<file path="src/sv/krrf_pkg.sv">
// krrf_pkg: widths, constants and shared types of the k-mer repeat read filter
// used by every module of the block but krrf_ram; depends on nothing

package krrf_pkg;

  localparam int K_MAX       = 10;
  localparam int CODE_W      = 2 * K_MAX;
  localparam int TABLE_DEPTH = 1 << CODE_W;
  localparam int CNT_W       = 2;
  localparam int KLEN_W      = 4;
  localparam int RUN_W       = $clog2(K_MAX + 1);
  localparam int KEFF_W      = (RUN_W > KLEN_W) ? RUN_W : KLEN_W;
  localparam int CHAR_W      = 8;
  localparam int CFG_IDX_W   = 1;
  localparam int CFG_DATA_W  = KLEN_W;
  localparam int OPQ_DEPTH   = 4;
  localparam int OUTQ_DEPTH  = 2;

  localparam logic [KLEN_W-1:0] KMER_LEN_RESET = KLEN_W'(10);

  typedef enum logic [CFG_IDX_W-1:0] {
    REG_KMER_LEN = 1'b0,
    REG_PHASE    = 1'b1
  } cfg_reg_e;

  typedef struct packed {
    logic [KLEN_W-1:0] kmer_len;
    logic              phase;
  } cfg_t;

  typedef struct packed {
    logic [CODE_W-1:0] idx;
    logic              access;
    logic              phase;
    logic              last;
    logic              amb;
  } op_t;

  typedef struct packed {
    logic keep;
    logic amb;
  } res_t;

endpackage

</file>
<file path="src/sv/krrf_front.sv">
// krrf_front: decodes read characters, keeps the rolling k-mer code and run length
// and hands one table operation per item to the op queue; depends on krrf_pkg

module krrf_front (
  input  logic                           clk_i,
  input  logic                           rst_ni,
  input  logic                           push_i,
  input  logic [krrf_pkg::CHAR_W-1:0]    base_char_i,
  input  logic                           read_end_i,
  input  krrf_pkg::cfg_t                 cfg_i,
  input  logic                           clearing_i,
  input  logic                           opq_full_i,
  output logic                           full_o,
  output logic                           op_push_o,
  output krrf_pkg::op_t                  op_o
);

  logic [krrf_pkg::CODE_W-1:0] code_q, code_d, code_shift, code_mask;
  logic [krrf_pkg::RUN_W-1:0]  run_q, run_d;
  logic                        amb_q, amb_now;
  logic [krrf_pkg::KEFF_W-1:0] k_eff, klen_ext;
  logic                        base_ok, access, accept;
  logic [1:0]                  base_code;

  always_comb begin
    base_ok   = 1'b1;
    base_code = 2'd0;
    case (base_char_i)
      "A", "a": base_code = 2'd0;
      "C", "c": base_code = 2'd1;
      "G", "g": base_code = 2'd2;
      "T", "t": base_code = 2'd3;
      default:  base_ok   = 1'b0;
    endcase
  end

  always_comb begin
    klen_ext = krrf_pkg::KEFF_W'(cfg_i.kmer_len);
    if (klen_ext == '0) begin
      k_eff = krrf_pkg::KEFF_W'(1);
    end else if (klen_ext > krrf_pkg::KEFF_W'(krrf_pkg::K_MAX)) begin
      k_eff = krrf_pkg::KEFF_W'(krrf_pkg::K_MAX);
    end else begin
      k_eff = klen_ext;
    end
  end

  always_comb begin
    for (int j = 0; j < krrf_pkg::K_MAX; j++) begin
      code_mask[2*j +: 2] = (krrf_pkg::KEFF_W'(j) < k_eff) ? 2'b11 : 2'b00;
    end
    code_shift = (code_q << 2) | krrf_pkg::CODE_W'(base_code);
  end

  always_comb begin
    if (!base_ok) begin
      code_d  = '0;
      run_d   = '0;
      amb_now = 1'b1;
      access  = 1'b0;
    end else begin
      code_d  = code_shift & code_mask;
      run_d   = (run_q < krrf_pkg::RUN_W'(krrf_pkg::K_MAX)) ? run_q + 1'b1 : run_q;
      amb_now = amb_q;
      access  = krrf_pkg::KEFF_W'(run_d) >= k_eff;
    end
  end

  assign full_o    = clearing_i | opq_full_i;
  assign accept    = push_i & ~full_o;
  assign op_push_o = accept;

  always_comb begin
    op_o.idx    = code_d;
    op_o.access = access;
    op_o.phase  = cfg_i.phase;
    op_o.last   = read_end_i;
    op_o.amb    = amb_now;
  end

  always_ff @(posedge clk_i or negedge rst_ni) begin
    if (!rst_ni) begin
      code_q <= '0;
      run_q  <= '0;
      amb_q  <= 1'b0;
    end else if (accept) begin
      if (read_end_i) begin
        code_q <= '0;
        run_q  <= '0;
        amb_q  <= 1'b0;
      end else begin
        code_q <= code_d;
        run_q  <= run_d;
        amb_q  <= amb_now;
      end
    end
  end

endmodule

</file>
<file path="config.mk">
export PLATFORM = sky130hd
export DESIGN_NAME = krrf_front
export DESIGN_NICKNAME = d
export VERILOG_FILES = /design/src/sv/krrf_pkg.sv /design/src/sv/krrf_front.sv
export SDC_FILE = /design/constraint.sdc
export NUM_CORES = 1
export LEC_CHECK = 0
export ABC_AREA = 1
export BUFFER_PORTS_ARGS = -buffer_cell sky130_fd_sc_hd__clkbuf_2
export CORE_AREA = 2 2 61 74
export DETAILED_ROUTE_END_ITERATION = 16
export DIE_AREA = 0 0 63 76
export GPL_ROUTABILITY_DRIVEN = 0
export GPL_TIMING_DRIVEN = 0
export PLACE_DENSITY = 0.67
export REMOVE_ABC_BUFFERS = 1
export SLEW_MARGIN = 40
export SYNTH_ARGS = -nofsm -noshare
export SYNTH_HDL_FRONTEND = slang
export SYNTH_SLANG_ARGS = --single-unit
</file>
<file path="constraint.sdc">
create_clock -name clk_i -period 1.76 [get_ports clk_i]
set_input_delay 0.264 -clock clk_i [delete_from_list [all_inputs] [get_ports clk_i]]
set_output_delay 0.264 -clock clk_i [all_outputs]
set_load 0.005 [all_outputs]
</file>
# Word-level counts from Yosys, hierarchy flattened
# Cells that the tools add are included.
op_classes:
  n_addsub: 1
  order_cmp: 13
  n_eq_ne: 8
  mux: 22
  bitwise: 5
  reduce_logical: 5
op_table:
  columns: ["op", "count"]
  rows:
  - ["== test 8 x 7 -> 1 bit, second input constant", 8]
  - ["bitwise AND 20 bit", 1]
  - ["2-to-1 mux 2 bit", 10]
  - ["2-to-1 mux 20 bit", 1]
  - ["2-to-1 mux 4 bit", 5]
  - ["bitwise OR 20 x 2 -> 20 bit", 1]
  - ["2-to-1 mux 18 bit", 1]
  - ["less-than comparator 3 x 4 -> 1 bit, first input constant", 4]
  - ["less-than comparator 1 x 4 -> 1 bit, first input constant", 2]
  - ["less-than comparator 2 x 4 -> 1 bit, first input constant", 2]
  - ["less-than comparator 4 bit, first input constant", 2]
  - ["OR reduction 8 bit", 1]
  - ["one-hot mux 2 bit (3 select lines)", 1]
  - ["OR reduction 2 bit", 3]
  - ["adder 4 x 1 -> 4 bit, second input constant", 1]
  - ["greater-or-equal comparator 4 bit", 1]
  - ["> comparator 4 bit, second input constant", 1]
  - ["zero test 4 bit", 1]
  - ["less-than comparator 4 bit, second input constant", 1]
  - ["2-to-1 mux 1 bit", 4]
  - ["bitwise AND 1 bit", 1]
  - ["NOT 1 bit", 1]
  - ["bitwise OR 1 bit", 1]
totals:
  register_bits: 23
  input_bits: 19
  output_inout_bits: 26

# Logic depth before layout (Yosys ltp)
# Gate-level depths: netlist (run 1).
logic_depth:
  ltp_word: 8
  mapped_depth: 13
  ltp_nobuf: 12

# Least setup slack after synthesis (run 1)
# Ideal clock, no wire load.
synth_path:
  kind: "reg-to-output"
  start: "register run_q[0] (netlist bit)"
  end: "output op_o[3] (netlist bit)"
  arrival_ns: 1.527
  required_ns: 1.496
  path_slack_ns: -0.031
  stages_incl_launch_ff: 10
  n_path_buf: 1
  cell_sequence: "dfrtp_1 > ha_1 > nand2_1 > o21ai_0 > ha_1 > o21ai_0 > a21boi_0 > nor2_1 > nor2_1 > buf_4"
synth_via:
  elab_chain_cells: 4
synth_lines:
  columns: ["item", "line_no", "source"]
  rows:
  - ["from (decl)", "krrf_front.sv:19", "logic [krrf_pkg::RUN_W-1:0] run_q, run_d;"]
  - ["from (signal assigned)", "krrf_front.sv:93", "run_q <= run_d;"]
  - ["adder 4 x 1 -> 4 bit / less-than comparator 4 bit (equally long branches)", "krrf_front.sv:63", "run_d = (run_q < krrf_pkg::RUN_W'(krrf_pkg::K_MAX)) ? run_q + 1'b1 : run_q;"]
  - ["2-to-1 mux 4 bit (*)", "krrf_front.sv:63", null]
  - ["greater-or-equal comparator 4 bit (*)", "krrf_front.sv:65", "access = krrf_pkg::KEFF_W'(run_d) >= k_eff;"]
  - ["2-to-1 mux 1 bit (*)", "krrf_front.sv:56", "if (!base_ok) begin"]
  - ["to (decl)", "krrf_front.sv:15", "output krrf_pkg::op_t op_o"]
# Every way passes the cells marked *; elsewhere a longest branch is shown, timed or not.

==> impl_metrics.env, run 1 <==
export IMPL_status="finished, violations left"
export IMPL_violations="hold timing, setup timing"
export IMPL_antenna_found_initial=0
export IMPL_first_global_vias=1533
export IMPL_reg2regPathDepth=9
export IMPL_design_area_um2=1924
export IMPL_slew_viol_final=0
export IMPL_relSlewSlack=0.5837
export IMPL_cts_root_buf="clkbuf_8"
export IMPL_drc_errors=0
export IMPL_drt_iter0_drc=80
export IMPL_synth_cells=249
export IMPL_ioPinCount=45
export IMPL_startpoint_type="register"
export IMPL_use_met2=0.2915
export IMPL_cp_num_cells=12
export IMPL_finalPower_w=0.0009922
export IMPL_cts_buffer_depth=2
export IMPL_ys_ff_latch=23
export IMPL_power_leakage_nw=1.097
export IMPL_grt_pass1_wl_um=6361
export IMPL_min_path_type="in -> async"
export IMPL_worst_pin_slew_ns=0.6245
export IMPL_placedInstanceArea_um2=1839
export IMPL_use_met1=0.1926
export IMPL_fin_cells=342
export IMPL_grt_start_max_net_pins=25
export IMPL_tns_ns=-0.3588
export IMPL_vdd_drop_max_v=0.0003268
export IMPL_yosysSeqAreaShare=0.3480
export IMPL_start_util=0.4004
export IMPL_dp_cells=335
export IMPL_path_common_cell="nand2_1"
export IMPL_reg2reg_from="run_q[1]$_DFFE_PN0P_"
export IMPL_syn2layout_area_growth_pct=16.34
export IMPL_diodes=0
export IMPL_max_freq_mhz=472.0
export IMPL_final_setup_viol_count=1
export IMPL_worst_clock_skew_ns=0.006153
export IMPL_finalHoldViolCount=3
export IMPL_dr_pass1_iters=4
export IMPL_wirelength_um=3592
export IMPL_critPathTopFamily="adder cells"
export IMPL_core_area_um2=4131
export IMPL_power_density_nw_per_um2=515.6
export IMPL_r2r_slack_ns=0.63
export IMPL_syn_cell_area_um2=1654
export IMPL_htreeDepth=1
export IMPL_reg2reg_to="run_q[2]$_DFFE_PN0P_"
export IMPL_crit_path_end_kind="primary output"
export IMPL_worstPathArrival_ns=1.85
export IMPL_layout_commonest_cell="nand2_1"
export IMPL_slowest_delay_ns=0.42
export IMPL_rows=26
export IMPL_synth_cell_types=25
export IMPL_path_class="reg -> out"
export IMPL_clk_latency_ns=0.27
export IMPL_drv_cap=0
export IMPL_rsz0062_at_grt="yes"
export IMPL_slowest_stage="dfrtp_1"
export IMPL_min_period_over_period=1.204
export IMPL_wl_per_cell_um=10.50
export IMPL_critPathRequiredTime_ns=1.50
export IMPL_drive_gt1_frac=0.2587
export IMPL_grtUsageTotal=0.1612
export IMPL_grt_overflow=0
export IMPL_viasPerCell=4.526
export IMPL_ant_nets=0
export IMPL_grt_busiest_layer="met2"
export IMPL_die_area_um2=4788
export IMPL_cts_tree="yes"
export IMPL_clock_sinks=23
export IMPL_syn_area_per_cell_um2=6.643
export IMPL_clkTransAtPathRegs_ns=0.09
export IMPL_holdWs_ns=-0.004763
export IMPL_crit_end="op_o[3]"
export IMPL_final_cell_mix="nand2_1 (79), inv_1 (44), clkbuf_2 (41)"
export IMPL_die_height_um=76
export IMPL_grt_use_met3=0.02068
export IMPL_place_port_buffers=41
export IMPL_dp_hpwl_um=2535
export IMPL_die_width_um=63
export IMPL_path_buf_inv=3
export IMPL_yosys_warnings=0
export IMPL_final_net_count=310
export IMPL_setup_worst_path_start="run_q[1]$_DFFE_PN0P_"
export IMPL_cts_buffers=3
export IMPL_vias=1548
export IMPL_cp_max_fo=4
export IMPL_finalWorstSetupSlack_ns=-0.3588
export IMPL_min_period_ns=2.119
export IMPL_cp_cell_sequence="ha_2, inv_1, nand2_1, nand2_1, nand2_1, nand2_2, inv_2, ha_1, a21boi_2, nor2_1, nor2_1, clkbuf_2"
-- state kept, by name (all words and copies together) (netlist names) --
signal and count:
amb_q 1, code_q 18, run_q 4
-- through the flow --
stage          setup slack [ns]    util
6_report                -0.3588  0.4658
5_1_grt                 -0.5462  0.4658
4_1_cts                 -0.3665  0.4637
3_5_place_dp            -0.1878  0.4452
3_3_place_gp            -0.1822  0.4452
2_1_floorplan           0.04625       -
-- timing repair --
item,CTS,global route
gates resized for setup,7,1
gates cloned,0,0
hold buffers,0,0
buffers inserted,3,0
setup endpoints to repair,1,10
pin swaps,1,0
hold endpoints to repair,0,0
-- cell type report --
type / count / area (µm²)
Sequential cell: 23 / 575.6
Inverter: 50 / 191.4
Multi-Input combinational cell: 165 / 814.5
Timing Repair Buffer: 44 / 227.7
Clock buffer: 4 / 45.04
Fill cell: 456 / 2207
Tap cell: 56 / 70.07
-- synth_stat cells (all sizes together) --
library cell	n	area (µm²)
a21boi	5	37.54
a21oi	2	10.01
buf	9	82.58
clkbuf	2	7.510
clkinv	1	5.000
dfrtp	23	575.6
ha	4	50.05
inv	49	186.4
nand2	83	329.1
nand3	25	142.6
nand3b	1	7.510
nand4	1	6.260
nor2	36	172.7
o21ai	7	35.03
o22ai	1	6.260
-- kinds of logic after synthesis --
| family | count (synthesis) | synth area share |
|---|---|---|
| buf+inv | 61 | 0.1702 |
| compound gates | 15 | 0.05371 |
| flops | 23 | 0.3480 |
| simple gates | 146 | 0.3979 |
| fa+ha+maj | 4 | 0.03026 |
-- layer usage --
| metal | share of wire | wire [µm] | vias to the layer above |
|---|---|---|---|
| met4 | 0.015 | 55 | 0 |
| met3 | 0.026 | 92 | 5 |
| met5 | 0 | 0 | - |
| met1 | 0.45 | 1626 | 708 |
| met2 | 0.51 | 1818 | 25 |
| li1 | - | - | 810 |
-- worst min-delay path by stage --
stage                                         to  slack, ns  cells after the start
after floorplan                amb_q$_DFFE_PN0P_      -0.03                      0
final                       run_q[3]$_DFFE_PN0P_     -0.005                      1
after global placement    code_q[14]$_DFFE_PN0P_       0.30                      1
after CTS                 code_q[17]$_DFFE_PN0P_       0.01                      1
after global routing        run_q[3]$_DFFE_PN0P_       0.04                      1
after detailed placement  code_q[13]$_DFFE_PN0P_       0.30                      1
-- report_power, final --
group	total, W	internal [W]	switching, W	leakage, nW
Sequential	0.000535	0.000533	0.00000252	0.320
Combinational	0.000123	0.0000396	0.0000836	0.754
Clock	0.000334	0.000162	0.000172	0.0228
Total	0.000992	0.000734	0.000258	1.10
(Power assumes the default switching activity.)
==> run 2: changes to the inputs <==
--- a/config.mk
+++ b/config.mk
@@ -13,7 +13,6 @@
 export GPL_ROUTABILITY_DRIVEN = 0
 export GPL_TIMING_DRIVEN = 0
 export PLACE_DENSITY = 0.67
-export REMOVE_ABC_BUFFERS = 1
 export SLEW_MARGIN = 40
 export SYNTH_ARGS = -nofsm -noshare
 export SYNTH_HDL_FRONTEND = slang
==> impl_metrics.env, run 2 (synthesis gave the netlist of run 1 again) <==
export IMPL_final_cell_mix="nand2_1 (80), inv_1 (44), clkbuf_2 (40)"
export IMPL_final_setup_viol_count=1
export IMPL_layout_commonest_cell="nand2_1"
export IMPL_rsz0062_at_grt="yes"
export IMPL_final_core_util=0.4882
export IMPL_drv_cap=0
export IMPL_clk_latency_ns=0.27
export IMPL_dr_pass1_iters=4
export IMPL_relSlewSlack=0.6102
export IMPL_cts_buffers=3
export IMPL_power_frac_clock=0.336
export IMPL_power_density_nw_per_um2=500.1
export IMPL_worst_clock_skew_ns=0.003611
export IMPL_highest_layer="met4"
export IMPL_cts_buffer_depth=2
export IMPL_met3_length_um=201
export IMPL_die_height_um=76
export IMPL_worst_pin_slew_ns=0.5848
export IMPL_antenna_found_initial=0
export IMPL_largest_register="code_q"
export IMPL_vdd_drop_max_v=0.0003447
export IMPL_final_net_count=320
export IMPL_finalWorstSetupSlack_ns=-0.4508
export IMPL_start_util=0.4004
export IMPL_wl_met2_um=1883
export IMPL_die_area_um2=4788
export IMPL_wirelength_um=3787
export IMPL_p_seq_frac=0.531
export IMPL_syn2layout_area_growth_pct=21.94
export IMPL_die_width_um=63
export IMPL_ant_nets=0
export IMPL_postCtsHoldBufs=0
export IMPL_largest_register_ffs=18
export IMPL_finalHoldViolCount=23
export IMPL_core_area_um2=4131
export IMPL_max_freq_mhz=452.3
export IMPL_worstPathArrival_ns=1.95
export IMPL_first_global_vias=1530
export IMPL_reg_top3="code_q x18, run_q x4, amb_q x1"
export IMPL_grtUsageTotal=0.1735
export IMPL_htreeDepth=1
export IMPL_violations="hold timing, setup timing"
export IMPL_rows=26
export IMPL_grt_pass1_wl_um=6720
export IMPL_ioPinCount=45
export IMPL_critPathRequiredTime_ns=1.50
export IMPL_drc_errors=0
export IMPL_slew_viol_final=0
export IMPL_dp_hpwl_um=2845
export IMPL_diodes=0
export IMPL_cts_root_buf="clkbuf_8"
export IMPL_cts_tree="yes"
export IMPL_drt_met1_wl_um=1618
export IMPL_drive_gt1_frac=0.2905
export IMPL_cp_max_fo=4
export IMPL_status="finished, violations left"
export IMPL_wl_per_cell_um=10.76
export IMPL_min_period_ns=2.211
export IMPL_path_class="reg -> out"
export IMPL_grt_overflow=0
export IMPL_viasPerCell=4.588
export IMPL_vias=1615
export IMPL_grt_start_max_net_pins=24
export IMPL_internal_power_w=0.0007403
export IMPL_synth_nets=272
export IMPL_crit_path_end_kind="primary output"
export IMPL_startpoint_type="register"
export IMPL_clock_sinks=23
export IMPL_p_sw_frac=0.2661
export IMPL_combPwrFrac=0.133
export IMPL_holdWs_ns=-0.02556
export IMPL_min_path_type="in -> async"
export IMPL_power_leakage_nw=1.144
export IMPL_drt_iter0_drc=76
export IMPL_clkTransAtPathRegs_ns=0.09
export IMPL_place_port_buffers=41
export IMPL_min_period_over_period=1.256
export IMPL_power_switching_w=0.0002685
==> run 2: cell count changes in the layout (fill, tap and decap cells not counted), sizes merged <==
cell    change
clkinv      +1
buf         +9
==> run 2: worst max-delay path, stage by stage, from the launching register on <==
cell and delay (ns):
dfrtp_2 0.46, ha_4 0.18, inv_2 0.05, nand2_1 0.04, nand2_1 0.05, nand2_1 0.04, nand2_1 0.08, inv_1 0.05
ha_1 0.27, a21boi_2 0.15, nor2_1 0.05, nor2_1 0.12, buf_2 0.13
==> run 2: power by group through the flow <==
stage / clock, W / combinational [W] / sequential (W)
floorplan: 0 / 0.0000758 / 0.000546
detailed placement: 0 / 0.000134 / 0.000546
finish: 0.000339 / 0.000135 / 0.000536
global route: 0.000370 / 0.000154 / 0.000537
global placement: 0 / 0.000131 / 0.000546
CTS: 0.000347 / 0.000137 / 0.000535
==> run 2: final cells by class <==
cell class | count | area (µm²)
Fill cell | 446 | 2115
Multi-Input combinational cell | 165 | 820.8
Sequential cell | 23 | 578.1
Timing Repair Buffer | 44 | 227.7
Inverter | 50 | 191.4
Buffer | 10 | 82.58
Tap cell | 56 | 70.07
Clock buffer | 3 | 41.29
Clock inverter | 1 | 5.005
==> run 2: repair_timing <==
action / 4_1_cts / 5_1_grt
setup buffers: 3 / 0
endpoints found under the setup margin: 1 / 1
gates resized for setup: 7 / 1
pin swaps: 7 / 5
==> run 2: final timing paths <==
kind,start,end,slack (ns),cells past startpoint
worst min-delay path,rst_ni,amb_q$_DFFE_PN0P_,-0.03,1
worst max-delay path,run_q[1]$_DFFE_PN0P_,op_o[3],-0.45,12
min in group clk_i,opq_full_i,run_q[3]$_DFFE_PN0P_,0.33,5
worst max register to register,run_q[1]$_DFFE_PN0P_,run_q[2]$_DFFE_PN0P_,0.53,10
max in group asynchronous,rst_ni,run_q[1]$_DFFE_PN0P_,1.37,1
worst min register to register,code_q[2]$_DFFE_PN0P_,code_q[2]$_DFFE_PN0P_,0.48,2
==> run 2: per-layer routing <==
layer	global-route usage	up-vias
li1	-	834
met4	0.06889	0
met3	0.01625	7
met1	0.2057	720
met5	0	-
met2	0.3170	54
==> run 2: through the flow <==
stage	cell area, µm²	instances	setup TNS [ns]	setup WS, ns	power [W]
final	2017	352	-0.4508	-0.4508	0.001009
after global routing	2017	352	-0.5772	-0.5772	0.001061
after CTS	2017	352	-0.4348	-0.4348	0.001020
after detailed placement	1942	346	-0.2519	-0.2519	0.0006804
after global placement	1942	346	-0.2384	-0.2384	0.0006766
after floorplan	1667	249	0	0.006420	0.0006216
