==> config.mk <==
export PLATFORM = sky130hd
export DESIGN_NAME = krrf_opq
export DESIGN_NICKNAME = d
export VERILOG_FILES = /design/src/sv/krrf_pkg.sv /design/src/sv/krrf_opq.sv
export SDC_FILE = /design/constraint.sdc
export NUM_CORES = 1
export LEC_CHECK = 0
export BUFFER_PORTS_ARGS = -buffer_cell sky130_fd_sc_hd__buf_4
export CORE_MARGIN = 1
export CORE_UTILIZATION = 45
export DETAILED_ROUTE_END_ITERATION = 10
export PLACE_DENSITY = 0.75
export SYNTH_ARGS = -nofsm -noshare
export SYNTH_HDL_FRONTEND = slang
export SYNTH_SLANG_ARGS = --single-unit
==> constraint.sdc <==
create_clock -name clk_i -period 4.67 [get_ports clk_i]
set_clock_uncertainty 0.2 [all_clocks]
set_input_delay 0.467 -clock clk_i [delete_from_list [all_inputs] [get_ports clk_i]]
set_output_delay 0.467 -clock clk_i [all_outputs]
set_load 0.005 [all_outputs]
==> src/sv/krrf_pkg.sv <==
// krrf_pkg: widths, constants and shared types of the k-mer repeat read filter
// used by every module of the block but krrf_ram; depends on nothing

package krrf_pkg;

  localparam int K_MAX       = 10;
  localparam int CODE_W      = 2 * K_MAX;
  localparam int TABLE_DEPTH = 1 << CODE_W;
  localparam int CNT_W       = 2;
  localparam int KLEN_W      = 4;
  localparam int RUN_W       = $clog2(K_MAX + 1);
  localparam int KEFF_W      = (RUN_W > KLEN_W) ? RUN_W : KLEN_W;
  localparam int CHAR_W      = 8;
  localparam int CFG_IDX_W   = 1;
  localparam int CFG_DATA_W  = KLEN_W;
  localparam int OPQ_DEPTH   = 4;
  localparam int OUTQ_DEPTH  = 2;

  localparam logic [KLEN_W-1:0] KMER_LEN_RESET = KLEN_W'(10);

  typedef enum logic [CFG_IDX_W-1:0] {
    REG_KMER_LEN = 1'b0,
    REG_PHASE    = 1'b1
  } cfg_reg_e;

  typedef struct packed {
    logic [KLEN_W-1:0] kmer_len;
    logic              phase;
  } cfg_t;

  typedef struct packed {
    logic [CODE_W-1:0] idx;
    logic              access;
    logic              phase;
    logic              last;
    logic              amb;
  } op_t;

  typedef struct packed {
    logic keep;
    logic amb;
  } res_t;

endpackage

==> src/sv/krrf_opq.sv <==
// krrf_opq: short queue of table operations between the front and back parts
// depends on krrf_pkg

module krrf_opq (
  input  logic          clk_i,
  input  logic          rst_ni,
  input  logic          push_i,
  input  krrf_pkg::op_t data_i,
  output logic          full_o,
  input  logic          pop_i,
  output logic          empty_o,
  output krrf_pkg::op_t data_o
);

  localparam int PtrW = $clog2(krrf_pkg::OPQ_DEPTH);

  krrf_pkg::op_t   entry_q [krrf_pkg::OPQ_DEPTH];
  logic [PtrW-1:0] wr_ptr_q, rd_ptr_q;
  logic [PtrW:0]   count_q;
  logic            do_push, do_pop;

  assign full_o  = count_q == (PtrW+1)'(krrf_pkg::OPQ_DEPTH);
  assign empty_o = count_q == '0;
  assign do_push = push_i & ~full_o;
  assign do_pop  = pop_i & ~empty_o;
  assign data_o  = entry_q[rd_ptr_q];

  always_ff @(posedge clk_i) begin
    if (do_push) begin
      entry_q[wr_ptr_q] <= data_i;
    end
  end

  always_ff @(posedge clk_i or negedge rst_ni) begin
    if (!rst_ni) begin
      wr_ptr_q <= '0;
      rd_ptr_q <= '0;
      count_q  <= '0;
    end else begin
      if (do_push) begin
        wr_ptr_q <= wr_ptr_q + 1'b1;
      end
      if (do_pop) begin
        rd_ptr_q <= rd_ptr_q + 1'b1;
      end
      if (do_push && !do_pop) begin
        count_q <= count_q + 1'b1;
      end else if (do_pop && !do_push) begin
        count_q <= count_q - 1'b1;
      end
    end
  end

endmodule

# After elaboration in Yosys (flattened, before gate mapping)
# Memories as Yosys holds them, arrays and structs flattened.
# Index checks and enable logic that the tools add are counted.
# W data, S select, Z words.
# word_totals
ff_bits	7
latch_bits	0
ramBits	96
romBits	0
input_bits	28
word_cells	23
memories	1
# op_classes
add_sub_neg	4
n_mul	0
n_div	0
order_cmp	0
n_eq_ne	1
n_shift	0
n_mux	4
n_bitwise	4
n_reduce_logical	6
# mem_list
memory	words	word_bits	rd	rd_ports_with_merged_regs	write_ports	line_no	text
entry_q	4	24	1	0	1	krrf_opq.sv:17	krrf_pkg::op_t entry_q [krrf_pkg::OPQ_DEPTH];
# ops
cell	n
$mux W3	2
$add A2 B1 Y2 const B	2
$add A3 B1 Y3 const B	1
$eq A3 B3 Y1 const B	1
$logic_not A3 Y1	1
$sub A3 B1 Y3 const B	1
$and A1 B1 Y1	2
$logic_and A1 B1 Y1	2
$logic_not A1 Y1	2
$mux W1	2
$not A1 Y1	2
$reduce_bool A2 Y1	1

# Logic depth before layout (Yosys ltp)
# Gate-level depths: netlist of the first run.
# depth
word_depth	7
ltp_mapped	9
mapped_depth_nobuf	8

# Worst setup path before layout of the first run
# Ideal clock, no wire load.
# synth_timing
kind	flip-flop to flip-flop
from	reg count_q[0]
to	reg count_q[2]
setup_time_ns	0.079
t_arrival_ns	1.898
required_time_ns	4.391
slack_ns	2.493
path_stages_with_launch	9
period_less_slack_ns	2.177
cell_sequence	dfrtp_1 -> or3_1 -> nand2_1 -> ha_1 -> inv_1 -> fa_1 -> xor2_1 -> nor2_1 -> xor2_1
# synth_via
elab_chain_cells	6
word_cells_on_any_way	15
# synth_lines
element	line_no	text
start, declared	krrf_opq.sv:19	logic [PtrW:0] count_q;
start signal, assigned	krrf_opq.sv:47	count_q <= count_q + 1'b1;
start signal, assigned	krrf_opq.sv:49	count_q <= count_q - 1'b1;
branches (longest 6 deep; another with $sub A3 B1 Y3)	-	
# Parallel ways; which one is timed is not known. The select of a mux whose other input is x is not followed.
# A chain may end at the register's enable or synchronous reset.

==> results of run 1 <==
-- cell type report --
cell class	instances	area [µm²]	area share
multi-input combinational	48	787	0.171
timing repair buffer	55	415	0.0902
tap	105	131	0.0285
inverter	4	15.0	0.00326
clock inverter	5	56.3	0.0122
clock buffer	11	141	0.0307
sequential	103	3060	0.664
-- kinds of logic after synthesis --
logic type | after synthesis | share of synthesized area
buffers and inverters | 11 | 0.0235
DFF | 103 | 0.777
adders and majority gates | 6 | 0.0210
xor gates and xnor gates | 6 | 0.0133
and+or+nand+nor | 10 | 0.0159
muxes | 26 | 0.150
-- state kept, by name (all words and copies together), names as in the netlist --
signal	cells
count_q	3
rd_ptr_q	2
wr_ptr_q	2
entry_q	96
-- worst max-delay path: stages (launching register included) --
cell and delay (ps):
dfrtp_2 930, mux4_1 660, buf_4 160
-- placed cells by master (no fill, tap or decap), drive strengths merged --
master and count:
bufinv 1, xnor2 4, clkbuf 11, mux2 2
nor2b 1, nor2 1, edfxtp 96, or3 1
xor2 2, inv 5, nand2 1, buf 54
nand3 1, nor3b 1, dfrtp 7, and2 4
ha 5, clkinv 3, mux4 24, dlygate4sd3 1
fa 1
-- path summary, 6_finish.rpt --
check / depth (start not counted) / to / slack (ps) / from
worst max-delay path: 2 / data_o[23] / 1900 / rd_ptr_q[0]$_DFFE_PN0P_
worst min-delay path: 1 / entry_q[1][0]$_DFFE_PP_ / 100 / data_i[0]
worst max register to register: 3 / entry_q[2][16]$_DFFE_PP_ / 2080 / count_q[2]$_DFFE_PN0P_
worst min register to register: 1 / count_q[2]$_DFFE_PN0P_ / 310 / count_q[2]$_DFFE_PN0P_
max in group asynchronous: 2 / rd_ptr_q[0]$_DFFE_PN0P_ / 3880 / rst_ni
min in group asynchronous: 2 / wr_ptr_q[1]$_DFFE_PN0P_ / 250 / rst_ni
-- layer usage --
layer	GRT usage	wire, µm
met1	0.191	2770
met5	0	0
met2	0.249	3210
met4	0.0448	57
met3	0.0582	353
-- through the flow --
stage,hold WS [ps],cell area (µm²)
floorplan,-28.6,3940
global placement,84.7,4400
detailed placement,85.8,4400
CTS,86.0,4610
global route,80.9,4610
finish,105,4610
-- power groups by stage --
stage          clock, mW  sequential, mW  combinational [mW]
3_5_place_dp           0            1.43               0.770
4_1_cts            0.560            1.41               0.775
3_3_place_gp           0            1.41               0.762
5_1_grt            0.595            1.43               0.828
6_report           0.543            1.40               0.758
2_1_floorplan          0            1.29               0.576
-- repair_timing --
| action | CTS | global route |
|---|---|---|
| setup buffers | 0 | 0 |
| endpoints found under the setup margin | 0 | 0 |
| endpoints found under the hold margin | 7 | 0 |
| resized for setup | 0 | 0 |
| hold buffers | 1 | 0 |
==> flow_metrics.tcl, run 1 <==
set metrics [dict create \
    status "finished, final reports clean" \
    ys_top_cells_by_area "edfxtp_1, mux4_2, dfrtp_1" \
    clk_pin_slew_worst_paths_ps 90 \
    p_per_area_nw_per_um2 586 \
    start_util 0.472 \
    synth_top_cell_by_area "edfxtp_1" \
    place.gp.congestion 0.672 \
    synth_common_cells "edfxtp_1, mux4_2, dfrtp_1, mux4_1, ha_1" \
    cts_buffers 9 \
    grt_pass1_vias 1884 \
    clock_path_buffers 2 \
    finalSetupTns_ps 0 \
    setup_slack_ps 1900 \
    root_buffer "clkbuf_8" \
    die_h_um 95.5 \
    hpwl_mm 4.00 \
    rsz0062_at_grt "no" \
    hold_viol 0 \
    yosysMostFrequentCell "edfxtp_1" \
    internal_power_mw 1.96 \
    worst_pin_slew_ps 1220 \
    preCtsSetupSlack_ps 2060 \
    required_ps 4000 \
    drive_gt1_frac 0.398 \
    setup-violations-final 0 \
    async_flop_share 0.0680 \
    fillers 651 \
    synth_top_area_frac 0.732 \
    period_minus_slack_ps 2770 \
    routed_wirelength_mm 6.39 \
    nets 255 \
    total_power_mw 2.70 \
    drtIter0Drc 148 \
    grt.total_usage 0.153 \
    cts_tree "yes" \
    worstHoldPathType "in2reg" \
    synth_nets 196 \
    grt_max_degree 27 \
    synth_area_um2 3940 \
    yosysUniqueCellTypes 21 \
    clock_latency_ps 360 \
    core_um2 8340 \
    sequentialPowerShare 0.518 \
    dieArea_um2 9130 \
    antenna_cells_inserted 0 \
    port_buffers 53 \
    vdd_drop_max_v 0.000318 \
    worstSetupPathType "reg2out" \
    total_leakage_power_nw 1.63 \
    wire_per_inst_um 19.3 \
    fp-row-count 33 \
    syn_to_final_growth_pct 17.0 \
    ys_seq_area_frac 0.777 \
    die_w_um 95.5 \
    firstDrtPassIters 4 \
    antenna_found_initial 0 \
    detail-route-antenna-nets 0 \
    htree_num_levels 3 \
    post-route-period-util 0.593 \
    dp_cells 314 \
    p_comb_frac 0.281 \
    ys_warn_count 0 \
    utilization 0.552 \
    via_count 1728 \
    p_sw_frac 0.273 \
    drcViolationCount 0 \
    clock.fmax_ghz 0.361 \
    finalMaxSlewViolations 0 \
    worstSetupEndpointType "output port" \
    finalNonFillerCells 331 \
    ys_ff_latch 103 \
    grt_overflow 0 \
    drv_cap 0 \
    viasPerCell 5.22 \
    cts.sinks 103 \
    crit_fanout 26 \
    start_kind "flip-flop" \
    synth_flop_cell "edfxtp_1" \
    syn-mean-instance-area_um2 24.3 \
    worstPathArrival_ps 2100 \
    synth_edf_count 96 \
    grt_pass1_wl_mm 9.74 \
    ios 54 \
    clkPwrFrac 0.201 \
    power.switching_mw 0.736 \
    syn_inst 162 \
    relSlewSlack 0.188 \
]
Power figures use the tool's default switching activity.
==> run 2: changes to the inputs <==
Settings changed: PLACE_DENSITY 0.75 to 0.77.
Clock period 4.67 ns to 2.4 ns, I/O delays scaled along.
==> flow_metrics.tcl, run 2 (synthesis gave the netlist of run 1 again) <==
set metrics [dict create \
    crit_fanout 21 \
    total_power_mw 5.32 \
    grt_max_degree 22 \
    whs_ps 29.7 \
    critPathMaxStageDelay_ps 600 \
    die_w_um 95.5 \
    rsz0062_at_grt "no" \
    drv_cap 0 \
    p_sw_frac 0.279 \
    clk_pin_slew_worst_paths_ps 90 \
    cts_setup_buffers 0 \
    core_um2 8340 \
    worstHoldPathType "in2async" \
    nets 292 \
    setup-violations-final 0 \
    finalSetupTns_ps 0 \
    finalMaxSlewViolations 0 \
    start_kind "flip-flop" \
    clock_path_buffers 2 \
    finalNonFillerCells 368 \
    start_util 0.472 \
    grt.total_usage 0.151 \
    r2r_start "count_q[1]$_DFFE_PN0P_" \
    dp_cells 326 \
    ios 54 \
    syn_to_final_growth_pct 25.7 \
    sequentialPowerShare 0.472 \
    status "finished, final reports clean" \
    final_area_um2 4950 \
    fillers 626 \
    hpwl_mm 3.94 \
    cp-startpoint "rd_ptr_q[0]$_DFFE_PN0P_" \
    worstSetupEndpointType "output port" \
    relSlewSlack 0.769 \
    p_per_area_nw_per_um2 1070 \
    dieArea_um2 9130 \
    die_h_um 95.5 \
    htree_num_levels 3 \
    internal_power_mw 3.83 \
    worstSetupPathType "reg2out" \
    crit_chain "buf_12 > mux4_1 > buf_4" \
    port_buffers 53 \
    root_buffer "clkbuf_8" \
    cts.sinks 103 \
    period_minus_slack_ps 2290 \
    fp-row-count 33 \
    worst_pin_slew_ps 346 \
    antenna_found_initial 0 \
    regMostFlops "entry_q" \
    clkPwrFrac 0.180 \
    drive_gt1_frac 0.388 \
    layout_common_cells "edfxtp_1, buf_4, dlygate4sd3_1" \
    cts_tree "yes" \
    cp_top_family "multiplexers" \
    critPathSlowestCell "mux4_1" \
    grtUsageMet1 0.197 \
    utilization 0.593 \
    preCtsSetupSlack_ps 139 \
    via_count 1860 \
    hold_viol 0 \
    reg.largest.list "entry_q: 96 flops, count_q: 3 flops" \
    power.switching_mw 1.49 \
    setup_slack_ps 114 \
    post-route-period-util 0.953 \
    clock_latency_ps 350 \
    largest_reg_flops 96 \
    crit_buf_inv 2 \
    place.gp.congestion 0.673 \
    routed_wirelength_mm 6.28 \
    cts_buffers 9 \
    firstDrtPassIters 4 \
    p_comb_frac 0.348 \
    met2_usage 0.241 \
    grt_pass1_vias 1929 \
    detail-route-antenna-nets 0 \
    layout_commonest_cell "edfxtp_1" \
    vdd_drop_max_v 0.000769 \
    drcViolationCount 0 \
    grt_busiest_layer "met2" \
    required_ps 1960 \
    clock.fmax_ghz 0.437 \
    dpl_cell_area_um2 4510 \
    viasPerCell 5.05 \
    drtIter0Drc 45 \
    met3_usage 0.0542 \
    grt_pass1_wl_mm 9.67 \
    grt_overflow 0 \
    total_leakage_power_nw 1.78 \
    worstPathArrival_ps 1850 \
    antenna_cells_inserted 0 \
    wire_per_inst_um 17.1 \
    cts_resized 0 \
]
-- run 2: path summary, 6_finish.rpt --
check,endpoint,slack [ps],cells past startpoint
setup / recovery,data_o[8],110,3
hold / removal,count_q[0]$_DFFE_PN0P_,30,2
hold reg to reg,count_q[2]$_DFFE_PN0P_,300,1
min in group clk_i,wr_ptr_q[0]$_DFFE_PN0P_,200,4
max in group asynchronous,rd_ptr_q[0]$_DFFE_PN0P_,1840,2
setup reg to reg,count_q[2]$_DFFE_PN0P_,120,8
-- run 2: per-layer routing --
metal / share of wire / wire length, µm
met5: 0 / 0
met4: 0.0094 / 59
met3: 0.055 / 346
met2: 0.49 / 3050
met1: 0.45 / 2820
-- run 2: repair_timing --
action | in CTS | in global routing
hold buffers | 26 | 0
endpoints found under the setup margin | 0 | 0
hold endpoints to repair | 105 | 0
-- run 2: power groups by stage --
stage	sequential, mW	clock, mW	combinational, mW
2_1_floorplan	2.51	0	1.12
3_3_place_gp	2.54	0	1.83
3_5_place_dp	2.56	0	1.85
4_1_cts	2.52	0.987	1.89
5_1_grt	2.55	1.05	2.02
6_report	2.51	0.957	1.85
-- run 2: final cells by class --
class	instances	area (µm²)	area share
clock buffer	11	131	0.0265
inverter	4	15.0	0.00303
multi-input combinational	48	787	0.159
timing repair buffer	92	781	0.158
clock inverter	5	43.8	0.00885
tap	105	131	0.0265
sequential	103	3060	0.618
-- run 2: worst reg2reg max path, cell delays in order (launching register included) --
cell	delay, ps
dfrtp_1	430
or3_1	390
nand2_1	120
ha_1	200
inv_1	70
fa_1	380
xor2_1	160
nor2_1	110
xor2_1	140
==> run 3: changes to the inputs <==
Settings changed: PLACE_DENSITY 0.77 to 0.75.
Clock period 2.4 ns to 2.6 ns, I/O delays scaled along.
==> flow_metrics.tcl, run 3 (synthesis gave the netlist of run 1 again) <==
set metrics [dict create \
    drcViolationCount 0 \
    status "finished, final reports clean" \
    root_buffer "clkbuf_8" \
    antenna_cells_inserted 0 \
    grt_busiest_layer "met2" \
    r2r_end "count_q[2]$_DFFE_PN0P_" \
    via_count 1857 \
    period_minus_slack_ps 2290 \
    antenna_found_initial 0 \
    total_leakage_power_nw 1.81 \
    cp-startpoint "count_q[0]$_DFFE_PN0P_" \
    firstDrtPassIters 3 \
    die_h_um 95.5 \
    crit_fanout 4 \
    required_ps 2690 \
    layout_common_cells "edfxtp_1, buf_4, dlygate4sd3_1" \
    dp_cells 324 \
    cts.sinks 103 \
    met2_usage 0.252 \
    clock_latency_ps 360 \
    crit_cells 8 \
    drv_cap 0 \
    clk_pin_slew_worst_paths_ps 90 \
    relSlewSlack 0.695 \
    worstPathArrival_ps 2380 \
    drive_gt1_frac 0.387 \
    finalNonFillerCells 366 \
    critPathSlowestCell "dfrtp_1" \
    crit_buf_inv 1 \
    worstSetupPathType "reg2reg" \
    worstSetupEndpointType "flip-flop" \
    nets 290 \
    whs_ps 34.4 \
    routed_wirelength_mm 6.38 \
    cts_buffers 9 \
    die_w_um 95.5 \
    setup-violations-final 0 \
    preCtsSetupSlack_ps 320 \
    fp-row-count 33 \
    clock_path_buffers 2 \
    p_per_area_nw_per_um2 1030 \
    cp_common_cell "xor2_1" \
    place.gp.congestion 0.660 \
    total_power_mw 5.16 \
    cts_setup_buffers 0 \
    worstHoldPathType "in2async" \
    cp_top_family "simple AND/OR/NAND/NOR gates" \
    post-route-period-util 0.881 \
    grt_max_degree 25 \
    layout_commonest_cell "edfxtp_1" \
    core_um2 8340 \
    r2r_setup_slack_ps 310 \
    dieArea_um2 9130 \
    detail-route-antenna-nets 0 \
    grtUsageMet1 0.202 \
    critPathMaxStageDelay_ps 450 \
    viasPerCell 5.07 \
    hold_viol 0 \
    grt_pass1_wl_mm 10.1 \
    cts_resized 0 \
    start_util 0.472 \
    hpwl_mm 4.12 \
    largest_reg_flops 96 \
    vdd_drop_max_v 0.000593 \
    clock.fmax_ghz 0.437 \
    ios 54 \
    crit_chain "or3_1 > nand2_1 > ha_1 > inv_1 > fa_1 > xor2_1 > nor2_1 > xor2_1" \
    regMostFlops "entry_q" \
    htree_num_levels 3 \
    r2r_cells 8 \
    met3_usage 0.0455 \
    grt.total_usage 0.157 \
    syn_to_final_growth_pct 27.0 \
    drtIter0Drc 44 \
    cts_tree "yes" \
    port_buffers 53 \
    start_kind "flip-flop" \
    finalMaxSlewViolations 0 \
    setup_slack_ps 310 \
    grt_overflow 0 \
    wire_per_inst_um 17.4 \
    reg.largest.list "entry_q: 96 flops, count_q: 3 flops" \
    worst_pin_slew_ps 457 \
    critPathCapture "count_q[2]$_DFFE_PN0P_" \
    rsz0062_at_grt "no" \
    r2r_start "count_q[0]$_DFFE_PN0P_" \
    finalSetupTns_ps 0 \
    grt_pass1_vias 1964 \
]
-- run 3: area by class of cell --
| class | instances | area [µm²] |
|---|---|---|
| clock buffers | 9 | 124 |
| clock inverters | 7 | 120 |
| fillers | 629 | 3340 |
| inverters | 4 | 15.0 |
| multi-input cells | 48 | 787 |
| flip-flops and latches | 103 | 3060 |
| well taps | 105 | 131 |
| repair buffers | 90 | 766 |
-- run 3: worst reg2reg max path, delay by kind of cell, from the launching register on --
kind / cells / cell delay (ps)
xor+xnor: 2 / 300
simple gates: 3 / 650
flops: 1 / 450
buf+inv: 1 / 60
fa+ha+maj: 2 / 560
-- run 3: report_power, final --
part           switching (mW)  internal [mW]  total, mW
clock network           0.519          0.642       1.16
registers               0.108           2.20       2.31
logic                   0.732          0.952       1.68
total                    1.36           3.80       5.16
-- run 3: per-layer routing --
layer | share of wire | routed length (µm)
met1 | 0.44 | 2800
met2 | 0.50 | 3160
met3 | 0.048 | 309
met4 | 0.016 | 102
met5 | 0 | 0
-- run 3: worst min-delay path by stage --
| stage | start | end | cells past startpoint |
|---|---|---|---|
| floorplan | rst_ni | count_q[0]$_DFFE_PN0P_ | 0 |
| global placement | rst_ni | count_q[0]$_DFFE_PN0P_ | 1 |
| detailed placement | rst_ni | count_q[0]$_DFFE_PN0P_ | 1 |
| CTS | rst_ni | count_q[0]$_DFFE_PN0P_ | 2 |
| global route | rst_ni | count_q[0]$_DFFE_PN0P_ | 2 |
| finish | rst_ni | count_q[0]$_DFFE_PN0P_ | 2 |
-- run 3: through the flow --
stage / util / instance area [µm²]
CTS: 0.600 / 5000
global route: 0.600 / 5000
detailed placement: 0.539 / 4500
global placement: 0.539 / 4500
finish: 0.600 / 5000
floorplan: - / 3940
-- run 3: what timing repair did --
action	CTS	global route
endpoints found under the hold margin	104	0
hold buffers	26	0
setup endpoints to repair	0	0
